## src/hw/rtl/aarl_pkg.sv

```systemverilog
`timescale 1ns / 1ps
// ----------------------------------------------------------------------------
// aarl_pkg
// Shared types and constants for the accelerating auto-repeat level block.
// ----------------------------------------------------------------------------
package aarl_pkg;

    localparam int LEVEL_W = 8;
    localparam int STEP_W  = 7;
    localparam int CNT_W   = 16;
    localparam int IDX_W   = 3;
    localparam int DATA_W  = 16;

    // register indexes on the configuration port
    localparam logic [IDX_W-1:0] CFG_STEP_SIZE     = 3'd0;
    localparam logic [IDX_W-1:0] CFG_MAX_LEVEL     = 3'd1;
    localparam logic [IDX_W-1:0] CFG_INITIAL_DELAY = 3'd2;
    localparam logic [IDX_W-1:0] CFG_SLOW_PERIOD   = 3'd3;
    localparam logic [IDX_W-1:0] CFG_FAST_PERIOD   = 3'd4;
    localparam logic [IDX_W-1:0] CFG_ACCEL_WINDOW  = 3'd5;

    localparam logic [STEP_W-1:0]  RST_STEP_SIZE     = 7'd5;
    localparam logic [LEVEL_W-1:0] RST_MAX_LEVEL     = 8'd100;
    localparam logic [CNT_W-1:0]   RST_INITIAL_DELAY = 16'd400;
    localparam logic [CNT_W-1:0]   RST_SLOW_PERIOD   = 16'd180;
    localparam logic [CNT_W-1:0]   RST_FAST_PERIOD   = 16'd30;
    localparam logic [CNT_W-1:0]   RST_ACCEL_WINDOW  = 16'd2000;
    localparam logic [LEVEL_W-1:0] RST_LEVEL         = 8'd50;

    typedef struct packed {
        logic [STEP_W-1:0]  step_size;
        logic [LEVEL_W-1:0] max_level;
        logic [CNT_W-1:0]   initial_delay;
        logic [CNT_W-1:0]   slow_period;
        logic [CNT_W-1:0]   fast_period;
        logic [CNT_W-1:0]   accel_window;
    } cfg_t;

    typedef struct packed {
        logic start;   // tick accepted, lane samples its button
        logic ack;     // result taken, lane returns to idle
    } lane_ctl_t;

    typedef struct packed {
        logic done;
        logic press;
        logic rep;
    } lane_stat_t;

    typedef struct packed {
        logic up_press;
        logic dn_press;
        logic up_rep;
        logic dn_rep;
    } step_req_t;

    typedef enum logic [2:0] {
        LANE_IDLE,
        LANE_MUL,
        LANE_DIV,
        LANE_LOAD,
        LANE_DONE
    } lane_state_t;

    typedef enum logic {
        TOP_IDLE,
        TOP_BUSY
    } top_state_t;

endpackage

```

## src/hw/rtl/aarl_if.sv

```systemverilog
`timescale 1ns / 1ps
// ----------------------------------------------------------------------------
// aarl_tick_if / aarl_result_if
// Valid/ready channels for button ticks and level results.
// ----------------------------------------------------------------------------
interface aarl_tick_if;
    logic valid;
    logic ready;
    logic up_level;
    logic down_level;

    modport source (output valid, output up_level, output down_level, input ready);
    modport sink   (input valid, input up_level, input down_level, output ready);
endinterface

interface aarl_result_if;
    logic                         valid;
    logic                         ready;
    logic [aarl_pkg::LEVEL_W-1:0] level;
    logic                         up_stepped;
    logic                         down_stepped;

    modport source (output valid, output level, output up_stepped, output down_stepped,
                    input ready);
    modport sink   (input valid, input level, input up_stepped, input down_stepped,
                    output ready);
endinterface

```

## src/hw/rtl/aarl_lane.sv

```systemverilog
`timescale 1ns / 1ps
// ----------------------------------------------------------------------------
// aarl_lane
// One button: hold counter, repeat countdown and period computation
// (one multiply, then a 16-step restoring divide).
// ----------------------------------------------------------------------------
module aarl_lane (
    input  logic                 clk,
    input  logic                 rst_n,
    input  aarl_pkg::cfg_t       cfg,
    input  logic                 lvl,
    input  aarl_pkg::lane_ctl_t  ctl,
    output aarl_pkg::lane_stat_t stat
);

    localparam int W  = aarl_pkg::CNT_W;
    localparam int CW = $clog2(W);

    aarl_pkg::lane_state_t state_reg, state_next;

    logic [W-1:0]           held_reg, held_next;
    logic [W-1:0]           wait_reg, wait_next;
    logic                   prev_reg;
    logic                   press_reg;
    logic                   due_reg;
    logic                   fast_reg;
    logic [CW-1:0]          cnt_reg, cnt_next;

    logic [W-1:0]           slow_reg;
    logic [W-1:0]           diff_reg;
    logic [W-1:0]           into_reg;
    logic [W-1:0]           rem_reg, rem_next;
    logic [W-1:0]           dvd_reg;
    logic [W-1:0]           quot_reg;

    logic [W-1:0]           held_calc;
    logic [W-1:0]           wait_dec;
    logic [W:0]             limit;
    logic [W-1:0]           slow_eff;
    logic                   due_calc;
    logic                   fast_calc;
    logic [2*W-1:0]         prod;
    logic [W:0]             trial;
    logic [W:0]             rem_sub;
    logic                   qbit;

    always_comb
    begin
        if (!lvl || !prev_reg)
            held_calc = '0;
        else if (held_reg != {W{1'b1}})
            held_calc = held_reg + 1'b1;
        else
            held_calc = held_reg;

        wait_dec  = (wait_reg != '0) ? wait_reg - 1'b1 : '0;
        due_calc  = lvl && (held_calc >= cfg.initial_delay) && (wait_dec == '0);
        limit     = {1'b0, cfg.initial_delay} + {1'b0, cfg.accel_window};
        fast_calc = ({1'b0, held_calc} >= limit) || (cfg.accel_window == '0);
        slow_eff  = (cfg.slow_period < cfg.fast_period) ? cfg.fast_period : cfg.slow_period;

        prod  = diff_reg * into_reg;
        // remainder stays below the divisor, so it always fits W bits
        trial   = {rem_reg, dvd_reg[W-1]};
        qbit    = (trial >= {1'b0, cfg.accel_window});
        rem_sub = trial - {1'b0, cfg.accel_window};
        rem_next = qbit ? rem_sub[W-1:0] : trial[W-1:0];
    end

    always_comb
    begin
        state_next = state_reg;
        held_next  = held_reg;
        wait_next  = wait_reg;
        cnt_next   = cnt_reg;
        case (state_reg)
            aarl_pkg::LANE_IDLE:
            begin
                if (ctl.start)
                begin
                    held_next  = held_calc;
                    wait_next  = wait_dec;
                    state_next = aarl_pkg::LANE_MUL;
                end
            end
            aarl_pkg::LANE_MUL:
            begin
                cnt_next   = '0;
                state_next = aarl_pkg::LANE_DIV;
            end
            aarl_pkg::LANE_DIV:
            begin
                cnt_next = cnt_reg + 1'b1;
                if (cnt_reg == CW'(W - 1))
                    state_next = aarl_pkg::LANE_LOAD;
            end
            aarl_pkg::LANE_LOAD:
            begin
                if (due_reg)
                    wait_next = fast_reg ? cfg.fast_period : slow_reg - quot_reg;
                state_next = aarl_pkg::LANE_DONE;
            end
            aarl_pkg::LANE_DONE:
            begin
                if (ctl.ack)
                    state_next = aarl_pkg::LANE_IDLE;
            end
            default:
            begin
                state_next = aarl_pkg::LANE_IDLE;
            end
        endcase
    end

    always_ff @(posedge clk or negedge rst_n)
    begin
        if (!rst_n)
        begin
            state_reg <= aarl_pkg::LANE_IDLE;
            held_reg  <= '0;
            wait_reg  <= '0;
            prev_reg  <= 1'b0;
            press_reg <= 1'b0;
            due_reg   <= 1'b0;
            fast_reg  <= 1'b0;
            cnt_reg   <= '0;
        end
        else
        begin
            state_reg <= state_next;
            held_reg  <= held_next;
            wait_reg  <= wait_next;
            cnt_reg   <= cnt_next;
            if (state_reg == aarl_pkg::LANE_IDLE && ctl.start)
            begin
                prev_reg  <= lvl;
                press_reg <= lvl && !prev_reg;
                due_reg   <= due_calc;
                fast_reg  <= fast_calc;
            end
        end
    end

    always_ff @(posedge clk)
    begin
        if (state_reg == aarl_pkg::LANE_IDLE && ctl.start)
        begin
            slow_reg <= slow_eff;
            diff_reg <= slow_eff - cfg.fast_period;
            into_reg <= held_calc - cfg.initial_delay;
        end
        if (state_reg == aarl_pkg::LANE_MUL)
        begin
            // quotient fits 16 bits, so the upper half seeds the remainder
            rem_reg  <= prod[2*W-1:W];
            dvd_reg  <= prod[W-1:0];
            quot_reg <= '0;
        end
        if (state_reg == aarl_pkg::LANE_DIV)
        begin
            rem_reg  <= rem_next;
            dvd_reg  <= {dvd_reg[W-2:0], 1'b0};
            quot_reg <= {quot_reg[W-2:0], qbit};
        end
    end

    assign stat.done  = (state_reg == aarl_pkg::LANE_DONE);
    assign stat.press = press_reg;
    assign stat.rep   = due_reg;

endmodule

```

## src/hw/rtl/aarl_merge.sv

```systemverilog
`timescale 1ns / 1ps
// ----------------------------------------------------------------------------
// aarl_merge
// Holds the output level and applies the lanes' steps in fixed order:
// up press, down press, up repeat, down repeat, each clamped to 0..max.
// ----------------------------------------------------------------------------
module aarl_merge (
    input  logic                          clk,
    input  logic                          rst_n,
    input  aarl_pkg::cfg_t                cfg,
    input  logic                          commit,
    input  aarl_pkg::step_req_t           req,
    output logic [aarl_pkg::LEVEL_W-1:0]  level_next
);

    localparam int LW = aarl_pkg::LEVEL_W;

    logic [LW-1:0] level_reg;
    logic [LW-1:0] s0, s1, s2;

    function automatic logic [LW-1:0] step_once(
        input logic [LW-1:0]               lv,
        input logic                        up,
        input logic [aarl_pkg::STEP_W-1:0] step,
        input logic [LW-1:0]               maxv
    );
        logic [LW:0] v;
        v = '0;
        if (up)
            v = {1'b0, lv} + {{(LW + 1 - aarl_pkg::STEP_W){1'b0}}, step};
        else if ({1'b0, lv} >= {{(LW + 1 - aarl_pkg::STEP_W){1'b0}}, step})
            v = {1'b0, lv} - {{(LW + 1 - aarl_pkg::STEP_W){1'b0}}, step};
        if (v > {1'b0, maxv})
            v = {1'b0, maxv};
        return v[LW-1:0];
    endfunction

    always_comb
    begin
        s0 = req.up_press ? step_once(level_reg, 1'b1, cfg.step_size, cfg.max_level)
                          : level_reg;
        s1 = req.dn_press ? step_once(s0, 1'b0, cfg.step_size, cfg.max_level) : s0;
        s2 = req.up_rep   ? step_once(s1, 1'b1, cfg.step_size, cfg.max_level) : s1;
        level_next = req.dn_rep ? step_once(s2, 1'b0, cfg.step_size, cfg.max_level) : s2;
    end

    always_ff @(posedge clk or negedge rst_n)
    begin
        if (!rst_n)
            level_reg <= aarl_pkg::RST_LEVEL;
        else if (commit)
            level_reg <= level_next;
    end

endmodule

```

## src/hw/rtl/accelerating_auto_repeat_level_core.sv

```systemverilog
`timescale 1ns / 1ps
// ----------------------------------------------------------------------------
// accelerating_auto_repeat_level_core
// Key auto-repeat with acceleration: two button lanes in parallel, merged
// into one clamped output level per tick.
// ----------------------------------------------------------------------------
//  port      dir   handshake       content
//  tick      in    valid/ready     up_level, down_level (one ms tick)
//  result    out   valid/ready     level, up_stepped, down_stepped
//  cfg_*     in    write enable    register index, 16-bit data
//
//  After the tick transfer each lane does one multiply, 16 divide steps
//  and one reload; the merge then commits both lanes into the result
//  register. One tick is worked on at a time, so the next tick is taken
//  only once the current one has been merged.
//  The result register lets the next tick start while a result waits; the
//  merge stalls only if the previous result is still not taken.
//  Reset restores register defaults and sets the level to 50.
// ----------------------------------------------------------------------------
module accelerating_auto_repeat_level_core (
    input  logic                          clk,
    input  logic                          rst_n,
    input  logic                          cfg_we,
    input  logic [aarl_pkg::IDX_W-1:0]    cfg_index,
    input  logic [aarl_pkg::DATA_W-1:0]   cfg_data,
    aarl_tick_if.sink                     tick,
    aarl_result_if.source                 result
);

    aarl_pkg::cfg_t       cfg_reg;
    aarl_pkg::top_state_t state_reg, state_next;
    aarl_pkg::lane_ctl_t  ctl;
    aarl_pkg::lane_stat_t up_stat, dn_stat;
    aarl_pkg::step_req_t  req;

    logic                          accept;
    logic                          commit;
    logic [aarl_pkg::LEVEL_W-1:0]  level_next;
    logic                          out_valid_reg;
    logic [aarl_pkg::LEVEL_W-1:0]  level_reg;
    logic                          up_stepped_reg;
    logic                          down_stepped_reg;

    assign tick.ready = (state_reg == aarl_pkg::TOP_IDLE);
    assign accept     = tick.valid && tick.ready;

    always_comb
    begin
        state_next = state_reg;
        commit     = 1'b0;
        case (state_reg)
            aarl_pkg::TOP_IDLE:
            begin
                if (accept)
                    state_next = aarl_pkg::TOP_BUSY;
            end
            aarl_pkg::TOP_BUSY:
            begin
                if (up_stat.done && dn_stat.done && (!out_valid_reg || result.ready))
                begin
                    commit     = 1'b1;
                    state_next = aarl_pkg::TOP_IDLE;
                end
            end
            default:
            begin
                state_next = aarl_pkg::TOP_IDLE;
            end
        endcase
    end

    assign ctl.start = accept;
    assign ctl.ack   = commit;

    assign req.up_press = up_stat.press;
    assign req.dn_press = dn_stat.press;
    assign req.up_rep   = up_stat.rep;
    assign req.dn_rep   = dn_stat.rep;

    aarl_lane u_lane_up (
        .clk   (clk),
        .rst_n (rst_n),
        .cfg   (cfg_reg),
        .lvl   (tick.up_level),
        .ctl   (ctl),
        .stat  (up_stat)
    );

    aarl_lane u_lane_dn (
        .clk   (clk),
        .rst_n (rst_n),
        .cfg   (cfg_reg),
        .lvl   (tick.down_level),
        .ctl   (ctl),
        .stat  (dn_stat)
    );

    aarl_merge u_merge (
        .clk        (clk),
        .rst_n      (rst_n),
        .cfg        (cfg_reg),
        .commit     (commit),
        .req        (req),
        .level_next (level_next)
    );

    always_ff @(posedge clk or negedge rst_n)
    begin
        if (!rst_n)
        begin
            state_reg     <= aarl_pkg::TOP_IDLE;
            out_valid_reg <= 1'b0;
            cfg_reg.step_size     <= aarl_pkg::RST_STEP_SIZE;
            cfg_reg.max_level     <= aarl_pkg::RST_MAX_LEVEL;
            cfg_reg.initial_delay <= aarl_pkg::RST_INITIAL_DELAY;
            cfg_reg.slow_period   <= aarl_pkg::RST_SLOW_PERIOD;
            cfg_reg.fast_period   <= aarl_pkg::RST_FAST_PERIOD;
            cfg_reg.accel_window  <= aarl_pkg::RST_ACCEL_WINDOW;
        end
        else
        begin
            state_reg <= state_next;
            if (commit)
                out_valid_reg <= 1'b1;
            else if (result.ready)
                out_valid_reg <= 1'b0;
            if (cfg_we)
            begin
                case (cfg_index)
                    aarl_pkg::CFG_STEP_SIZE:
                        cfg_reg.step_size <= cfg_data[aarl_pkg::STEP_W-1:0];
                    aarl_pkg::CFG_MAX_LEVEL:
                        cfg_reg.max_level <= cfg_data[aarl_pkg::LEVEL_W-1:0];
                    aarl_pkg::CFG_INITIAL_DELAY:
                        cfg_reg.initial_delay <= cfg_data;
                    aarl_pkg::CFG_SLOW_PERIOD:
                        cfg_reg.slow_period <= cfg_data;
                    aarl_pkg::CFG_FAST_PERIOD:
                        cfg_reg.fast_period <= cfg_data;
                    aarl_pkg::CFG_ACCEL_WINDOW:
                        cfg_reg.accel_window <= cfg_data;
                    default:
                    begin
                    end
                endcase
            end
        end
    end

    always_ff @(posedge clk)
    begin
        if (commit)
        begin
            level_reg        <= level_next;
            up_stepped_reg   <= up_stat.press || up_stat.rep;
            down_stepped_reg <= dn_stat.press || dn_stat.rep;
        end
    end

    assign result.valid        = out_valid_reg;
    assign result.level        = level_reg;
    assign result.up_stepped   = up_stepped_reg;
    assign result.down_stepped = down_stepped_reg;

endmodule

```

## src/flat_wrapper.sv

```systemverilog
// flat-port wrapper written by rule: the top's interface ports become plain ports
module accelerating_auto_repeat_level_core_flat 
  (clk, rst_n, cfg_we, cfg_index, cfg_data, tick_valid, tick_up_level, tick_down_level, tick_ready, result_valid, result_level, result_up_stepped, result_down_stepped, result_ready);
  aarl_tick_if tick_i ();
  aarl_result_if result_i ();
  input  logic clk;
  input  logic rst_n;
  input  logic cfg_we;
  input  logic [aarl_pkg::IDX_W-1:0] cfg_index;
  input  logic [aarl_pkg::DATA_W-1:0] cfg_data;
  input wire logic [$bits(tick_i.valid)-1:0] tick_valid;
  input wire logic [$bits(tick_i.up_level)-1:0] tick_up_level;
  input wire logic [$bits(tick_i.down_level)-1:0] tick_down_level;
  output wire logic [$bits(tick_i.ready)-1:0] tick_ready;
  output wire logic [$bits(result_i.valid)-1:0] result_valid;
  output wire logic [$bits(result_i.level)-1:0] result_level;
  output wire logic [$bits(result_i.up_stepped)-1:0] result_up_stepped;
  output wire logic [$bits(result_i.down_stepped)-1:0] result_down_stepped;
  input wire logic [$bits(result_i.ready)-1:0] result_ready;
  assign tick_i.valid = tick_valid;
  assign tick_i.up_level = tick_up_level;
  assign tick_i.down_level = tick_down_level;
  assign tick_ready = tick_i.ready;
  assign result_valid = result_i.valid;
  assign result_level = result_i.level;
  assign result_up_stepped = result_i.up_stepped;
  assign result_down_stepped = result_i.down_stepped;
  assign result_i.ready = result_ready;
  accelerating_auto_repeat_level_core u_core (.clk(clk), .rst_n(rst_n), .cfg_we(cfg_we), .cfg_index(cfg_index), .cfg_data(cfg_data), .tick(tick_i), .result(result_i));
endmodule
```

## config.mk

```make
export PLATFORM = sky130hd
export DESIGN_NAME = accelerating_auto_repeat_level_core_flat
export DESIGN_NICKNAME = d
export VERILOG_FILES = /design/src/hw/rtl/aarl_pkg.sv /design/src/hw/rtl/aarl_if.sv /design/src/hw/rtl/aarl_lane.sv /design/src/hw/rtl/aarl_merge.sv /design/src/hw/rtl/accelerating_auto_repeat_level_core.sv /design/src/flat_wrapper.sv
export SDC_FILE = /design/constraint.sdc
export NUM_CORES = 2
export LEC_CHECK = 0
export BUFFER_PORTS_ARGS = -buffer_cell sky130_fd_sc_hd__buf_2
export CELL_PAD_IN_SITES_DETAIL_PLACEMENT = 0
export CELL_PAD_IN_SITES_GLOBAL_PLACEMENT = 1
export CORE_UTILIZATION = 48
export DETAILED_ROUTE_END_ITERATION = 10
export PLACE_DENSITY_LB_ADDON = 0.08
export SLEW_MARGIN = 20
export SYNTH_ARGS = -nofsm -noshare
export SYNTH_HDL_FRONTEND = slang
export SYNTH_SLANG_ARGS = --single-unit
```

## constraint.sdc

```tcl
create_clock -name clk -period 42.9 [get_ports clk]
set_clock_uncertainty 0.2 [all_clocks]
set_input_delay 10.725 -clock clk [delete_from_list [all_inputs] [get_ports clk]]
set_output_delay 10.725 -clock clk [all_outputs]
set_load 0.05 [all_outputs]
```

# Word level (Yosys, flattened, before mapping)
# Index checks and enable logic that the tools add are counted.
# totals
regBits	377
latchBits	0
ramBits	0
romBits	0
input_bits	26
out_inout_bits	12
n_memories	0
# classes
add_sub_neg	18
n_mul	2
div_mod_pow	0
magnitude_cmp	13
n_eq_ne	25
shift	0
mux	54
bitwise	1
reduce_logical	48
# ops
operator	n
$mux 16	27
$sub 16x16->16	7
$mul 16x16->32	2
$mux 8	8
$pmux 16 s2	2
$logic_not 16->1	3
$gt 9x8->1	4
$ge 16x17->1	2
$ge 17x16->1	2
$add 16x1->16 const B	2
$ge 16x16->1	2
$ne 16x16->1 const B	2
$reduce_bool 16->1	2
$sub 16x1->16 const B	2
$pmux 3 s5	2
$add 8x7->9	2
$eq 3x2->1 const B	6
$mux 9	2
$sub 8x7->9	2
$add 16x16->17	1
$ge 8x7->1	2
$lt 16x16->1	1
$pmux 4 s2	2
$reduce_and 2->1	8
16 further kinds	66

# Depth between registers and ports, before layout
# logic_depth
ltp_word	18
depth_mapped	71

# By module
# A second synthesis with hierarchy kept.
# hier_totals
hier_cells	4918
area_unflattened_um2	45539.9
# modules_own_cells
module	instances	cells_each	area_each_um2
aarl_lane (u_core.u_lane_dn)	1	2139	19323.5
aarl_lane (u_core.u_lane_up)	1	2111	19099.6
aarl_merge	1	474	3601.0
accelerating_auto_repeat_level_core	1	194	3515.9

# Least setup slack after synthesis
# No wires, ideal clock.
# synth_timing
path_type	register to register
start	register u_core.u_merge.level_reg[0]
end	register u_core.level_reg, in the netlist u_core.result.level[4] (data pin)
arrival_time_ns	13.755
slack_ns	28.677
stages_incl_launch_ff	67
synth_period_minus_slack_ns	14.223
cell_sequence	dfrtp_1 ha_1 fa_1 a21o_1 a311o_1 a21oi_1 xor2_1 inv_1 ha_1 nand4_1 a21o_1 a31o_2 nand2_1 mux2i_1 a21oi_1 ha_1 o21a_1 nor2_1 [31 not listed] o21bai_1 a31oi_1 nand2_1 a211oi_4 nor2_1 ha_1 nor2b_1 o21a_1 o21a_1 o21a_1 o21a_1 o21a_1 o21a_1 o22a_1 or2_4 buf_6 a221oi_1 a21oi_1
# synth_between
elab_chain_len	18
elab_cells_between_ends	20
classes_between	add/sub (4); order compare (6); mux (10)
# synth_lines
element	line	text
start: declaration	aarl_merge.sv:18	logic [LW-1:0] level_reg;
start signal: assignment	aarl_merge.sv:50	level_reg <= aarl_pkg::RST_LEVEL;
start signal: assignment	aarl_merge.sv:52	level_reg <= level_next;
$add 8x7->9	aarl_merge.sv:30	v = {1'b0, lv} + {{(LW + 1 - aarl_pkg::STEP_W){1'b0}}, step};
$gt 9x8->1	aarl_merge.sv:33	if (v > {1'b0, maxv})
$mux 8	aarl_merge.sv:33	
$mux 8 *	aarl_merge.sv:40	s0 = req.up_press ? step_once(level_reg, 1'b1, cfg.step_size, cfg.max_level)
$sub 8x7->9 or $ge 8x7->1 (tied branches)	aarl_merge.sv:32, aarl_merge.sv:31	
$mux 9	aarl_merge.sv:31	else if ({1'b0, lv} >= {{(LW + 1 - aarl_pkg::STEP_W){1'b0}}, step})
$gt 9x8->1	aarl_merge.sv:33	
$mux 8	aarl_merge.sv:33	
[3 not listed]	-	
$mux 8	aarl_merge.sv:33	
$mux 8 *	aarl_merge.sv:43	s2 = req.up_rep ? step_once(s1, 1'b1, cfg.step_size, cfg.max_level) : s1;
$sub 8x7->9 or $ge 8x7->1 (tied branches)	aarl_merge.sv:32, aarl_merge.sv:31	
$mux 9	aarl_merge.sv:31	
$gt 9x8->1	aarl_merge.sv:33	
$mux 8	aarl_merge.sv:33	
$mux 8 *	aarl_merge.sv:44	level_next = req.dn_rep ? step_once(s2, 1'b0, cfg.step_size, cfg.max_level) : s2;
net u_core.level_next (one bit)	accelerating_auto_repeat_level_core.sv:38	logic [aarl_pkg::LEVEL_W-1:0] level_next;
end signal: assignment	accelerating_auto_repeat_level_core.sv:154	level_reg <= level_next;
end: declaration	accelerating_auto_repeat_level_core.sv:40	logic [aarl_pkg::LEVEL_W-1:0] level_reg;
# The timed path passes the listed nets; every way through them passes the cells marked *.
# A chain may end at the register's enable or synchronous reset.

# Worst setup path in the final report
# layout_timing
start	register u_core.u_merge.level_reg[0]
end	register u_core.level_reg, in the netlist u_core.result.level[2] (data pin)
# The elaborated chain is that of the path after synthesis.

==> reports/results.txt <==
Post-Synth XOR/XNOR Area -> 3.58%
Worst hold slack -> 274 ps
Final nets -> 5526
DR pass1 iterations -> 6
Number of vias per cell -> 5.65
Die area -> 0.0889 sq mm
Synth Area in Simple Gates -> 17.1%
CP required -> 43030 ps
Remaining routing DRC violations -> 0
Flops & latches, synth -> 377
Number of synthesized flops with an enable pin -> 200
Final weighted congestion in routability-driven placement -> 0.893
Worst path bufs/invs -> 3
Cells after Synth -> 4678
Non-filler instance count after layout -> 5847
Crit-path max FO -> 15
Register area share after synthesis -> 24.8%
CTS tree -> done
First-pass GRT wire length -> 190000 microns
Hold Buf Count CTS -> 0
Horiz. Die Dim -> 298 microns
Mapped Avg Cell Area -> 9.00 sq um
Setup_tns -> 0 ps
WL/cell -> 20.4 microns
Cell Count Post-Placement -> 5760
Mux share of post-synthesis cell area -> 1.57%
Pins Over Slew Limit -> 0
Reg2reg setup slack -> 26940 ps
Area fraction in compound gates after synthesis -> 13.5%
Layout cells sized above 1 -> 5.27%
Crit start category -> flip-flop
Largest family of logic cells by synthesized area -> adder cells
Fin crit period -> 15960 ps
Final Routed Wirelength -> 119000 microns
RSZ-0062 raised after global routing -> false
Row cnt -> 108
Clk buf depth -> 3
Crit path max-delay family -> compound AO/OA/AOI/OAI gates
Max reg flops -> 79
Synth Area in Adders -> 32.3%
CTS sink count -> 377
Reg clk slew, reported paths -> 60 ps
Initial drt markers -> 2281
Chip height -> 298 microns
Status -> finished clean
Ys async rst share -> 46.4%
Vias in the first global route -> 32800
Leak -> 20.8 nW
Grt total ovfl -> 0
Port bufs -> 37
Clk root buf -> clkbuf_16
Mapped cell area -> 0.0421 sq mm
DPL Wire Length -> 94200 microns
Endpoints failing setup -> 0
Crit path kind -> reg2reg
GRT Util Overall -> 27.3%
Power Density -> 63.2 mW/mm^2
Core box area -> 0.0869 sq mm
Kind of capture point of the worst setup path -> flip-flop
Hold Vio Cnt, Final -> 0
Worst min path class -> reg2reg
Tcrit/Tclk final -> 37.2%
Clock latency on the worst-skew pair -> 590 ps
Slew HR -> 25.1%
CP max-delay cell -> fa_1
Crit path DAT -> 16090 ps
Pin count of the biggest net entering global routing -> 111
Synth warn -> 0
Total CTS buffers -> 46
CTS H-tree lvls -> 2
Antenna violation net count after detailed routing -> 0
I/O Pins -> 38
Via total after detailed routing -> 33000
Max IR drop VDD -> 332 uV
Starting Density -> 48.5%
Antenna violations before repair -> 1
Synth-to-layout area growth -> 7.13%
Cell variety after synth -> 88
Synth Net Count -> 5551
Max-cap violations -> 0
Setup repair bufs after CTS -> 0
Pwr Total -> 0.00285 W
Worst-Margin Slew -> 1120 ps
Fmax -> 62.7 MHz
Most used DFF post-synth -> edfxtp_1
Post-cts sizing count -> 0
CP max stage delay -> 470 ps
[path summary, 6_finish.rpt]
check                      cells past startpoint                                      from                                       end
max in group asynchronous                      2                                     rst_n     u_core.u_lane_up.fast_reg$_DFFE_PN0P_
hold reg to reg                                1  u_core.u_lane_up.dvd_reg[0]$_SDFFE_PP0P_  u_core.u_lane_up.dvd_reg[0]$_SDFFE_PP0P_
hold / removal                                 1  u_core.u_lane_up.dvd_reg[0]$_SDFFE_PP0P_  u_core.u_lane_up.dvd_reg[0]$_SDFFE_PP0P_
setup / recovery                              66   u_core.u_merge.level_reg[0]$_DFFE_PN0P_          u_core.result.level[2]$_DFFE_PP_
setup reg to reg                              66   u_core.u_merge.level_reg[0]$_DFFE_PN0P_          u_core.result.level[2]$_DFFE_PP_
min in group asynchronous                      1                                     rst_n  u_core.u_lane_dn.held_reg[9]$_DFFE_PN0P_
[Yosys cell counts (30+ instances only)]
| cell | count | area share, % |
|---|---|---|
| nand2_1 | 670 | 6.0 |
| inv_1 | 638 | 5.7 |
| ha_1 | 447 | 13 |
| fa_1 | 400 | 19 |
| nor2_1 | 279 | 2.5 |
| o21ai_0 | 272 | 3.2 |
| a21oi_1 | 205 | 2.4 |
| edfxtp_1 | 200 | 14 |
| and2_1 | 186 | 2.8 |
| dfrtp_1 | 150 | 8.9 |
| clkbuf_1 | 145 | 1.3 |
| xnor2_1 | 100 | 2.1 |
| nor3_1 | 87 | 1.0 |
| xor2_1 | 72 | 1.5 |
| a21o_1 | 67 | 1.2 |
| nand3_1 | 49 | 0.58 |
| nand4_1 | 48 | 0.71 |
| nor2b_1 | 48 | 0.71 |
| mux2_2 | 38 | 1.0 |
| o21a_1 | 37 | 0.66 |
| nand2b_1 | 32 | 0.48 |
| a211oi_1 | 30 | 0.53 |
[through the flow]
step                cell area, sq um  worst slack [ps]  util, %
global placement               43500             27230     50.1
CTS                            45100             27060     51.9
global route                   45100             25710     51.9
detailed placement             43500             27130     50.1
floorplan                      42100             28680        -
finish                         45100             26940     51.9
[routing by layer]
metal	up-vias	share of wire [%]	GRT usage (%)
met1	16300	47	40.1
met3	136	5.5	3.61
met5	-	0	0
met4	0	2.4	6.68
met2	839	45	42.5
li1	15700	-	-
[power breakdown]
group	total, W	leakage (nW)	switching, W	internal, W
clock	0.000418	0.796	0.000166	0.000251
sequential	0.000533	4.01	0.0000598	0.000473
combinational	0.00190	16.0	0.00116	0.000741
total	0.00285	20.8	0.00138	0.00147
[placed cells by master (no fill, tap or decap), types with 100 or more instances in the layout]
cell type,instances
nand2_1,670
inv_1,635
ha_1,447
fa_1,400
nor2_1,279
o21ai_0,272
a21oi_1,204
edfxtp_1,200
and2_1,187
dfrtp_1,150
xnor2_1,100
[final cells by class]
| cell class | instances | area (sq um) |
|---|---|---|
| Antenna cell | 2 | 5.00 |
| Timing Repair Buffer | 78 | 502 |
| Fill cell | 8204 | 41800 |
| Inverter | 642 | 2410 |
| Multi-Input combinational cell | 3508 | 28700 |
| Tap cell | 1155 | 1450 |
| Sequential cell | 377 | 10500 |
| Clock inverter | 20 | 213 |
| Clock buffer | 65 | 1400 |
[cell families (layout without fill, tap and decap cells)]
family                   after synthesis  in the layout
other                                  0              2
flip-flops                           377            377
XOR/XNOR                             172            172
adder cells (fa/ha/maj)              847            847
multiplexers                          61             61
buffers and inverters                793            805
AND/OR/NAND/NOR                     1541           1541
AO/OA/AOI/OAI                        887            887
Note: power is estimated with default switching activity, not from simulation.
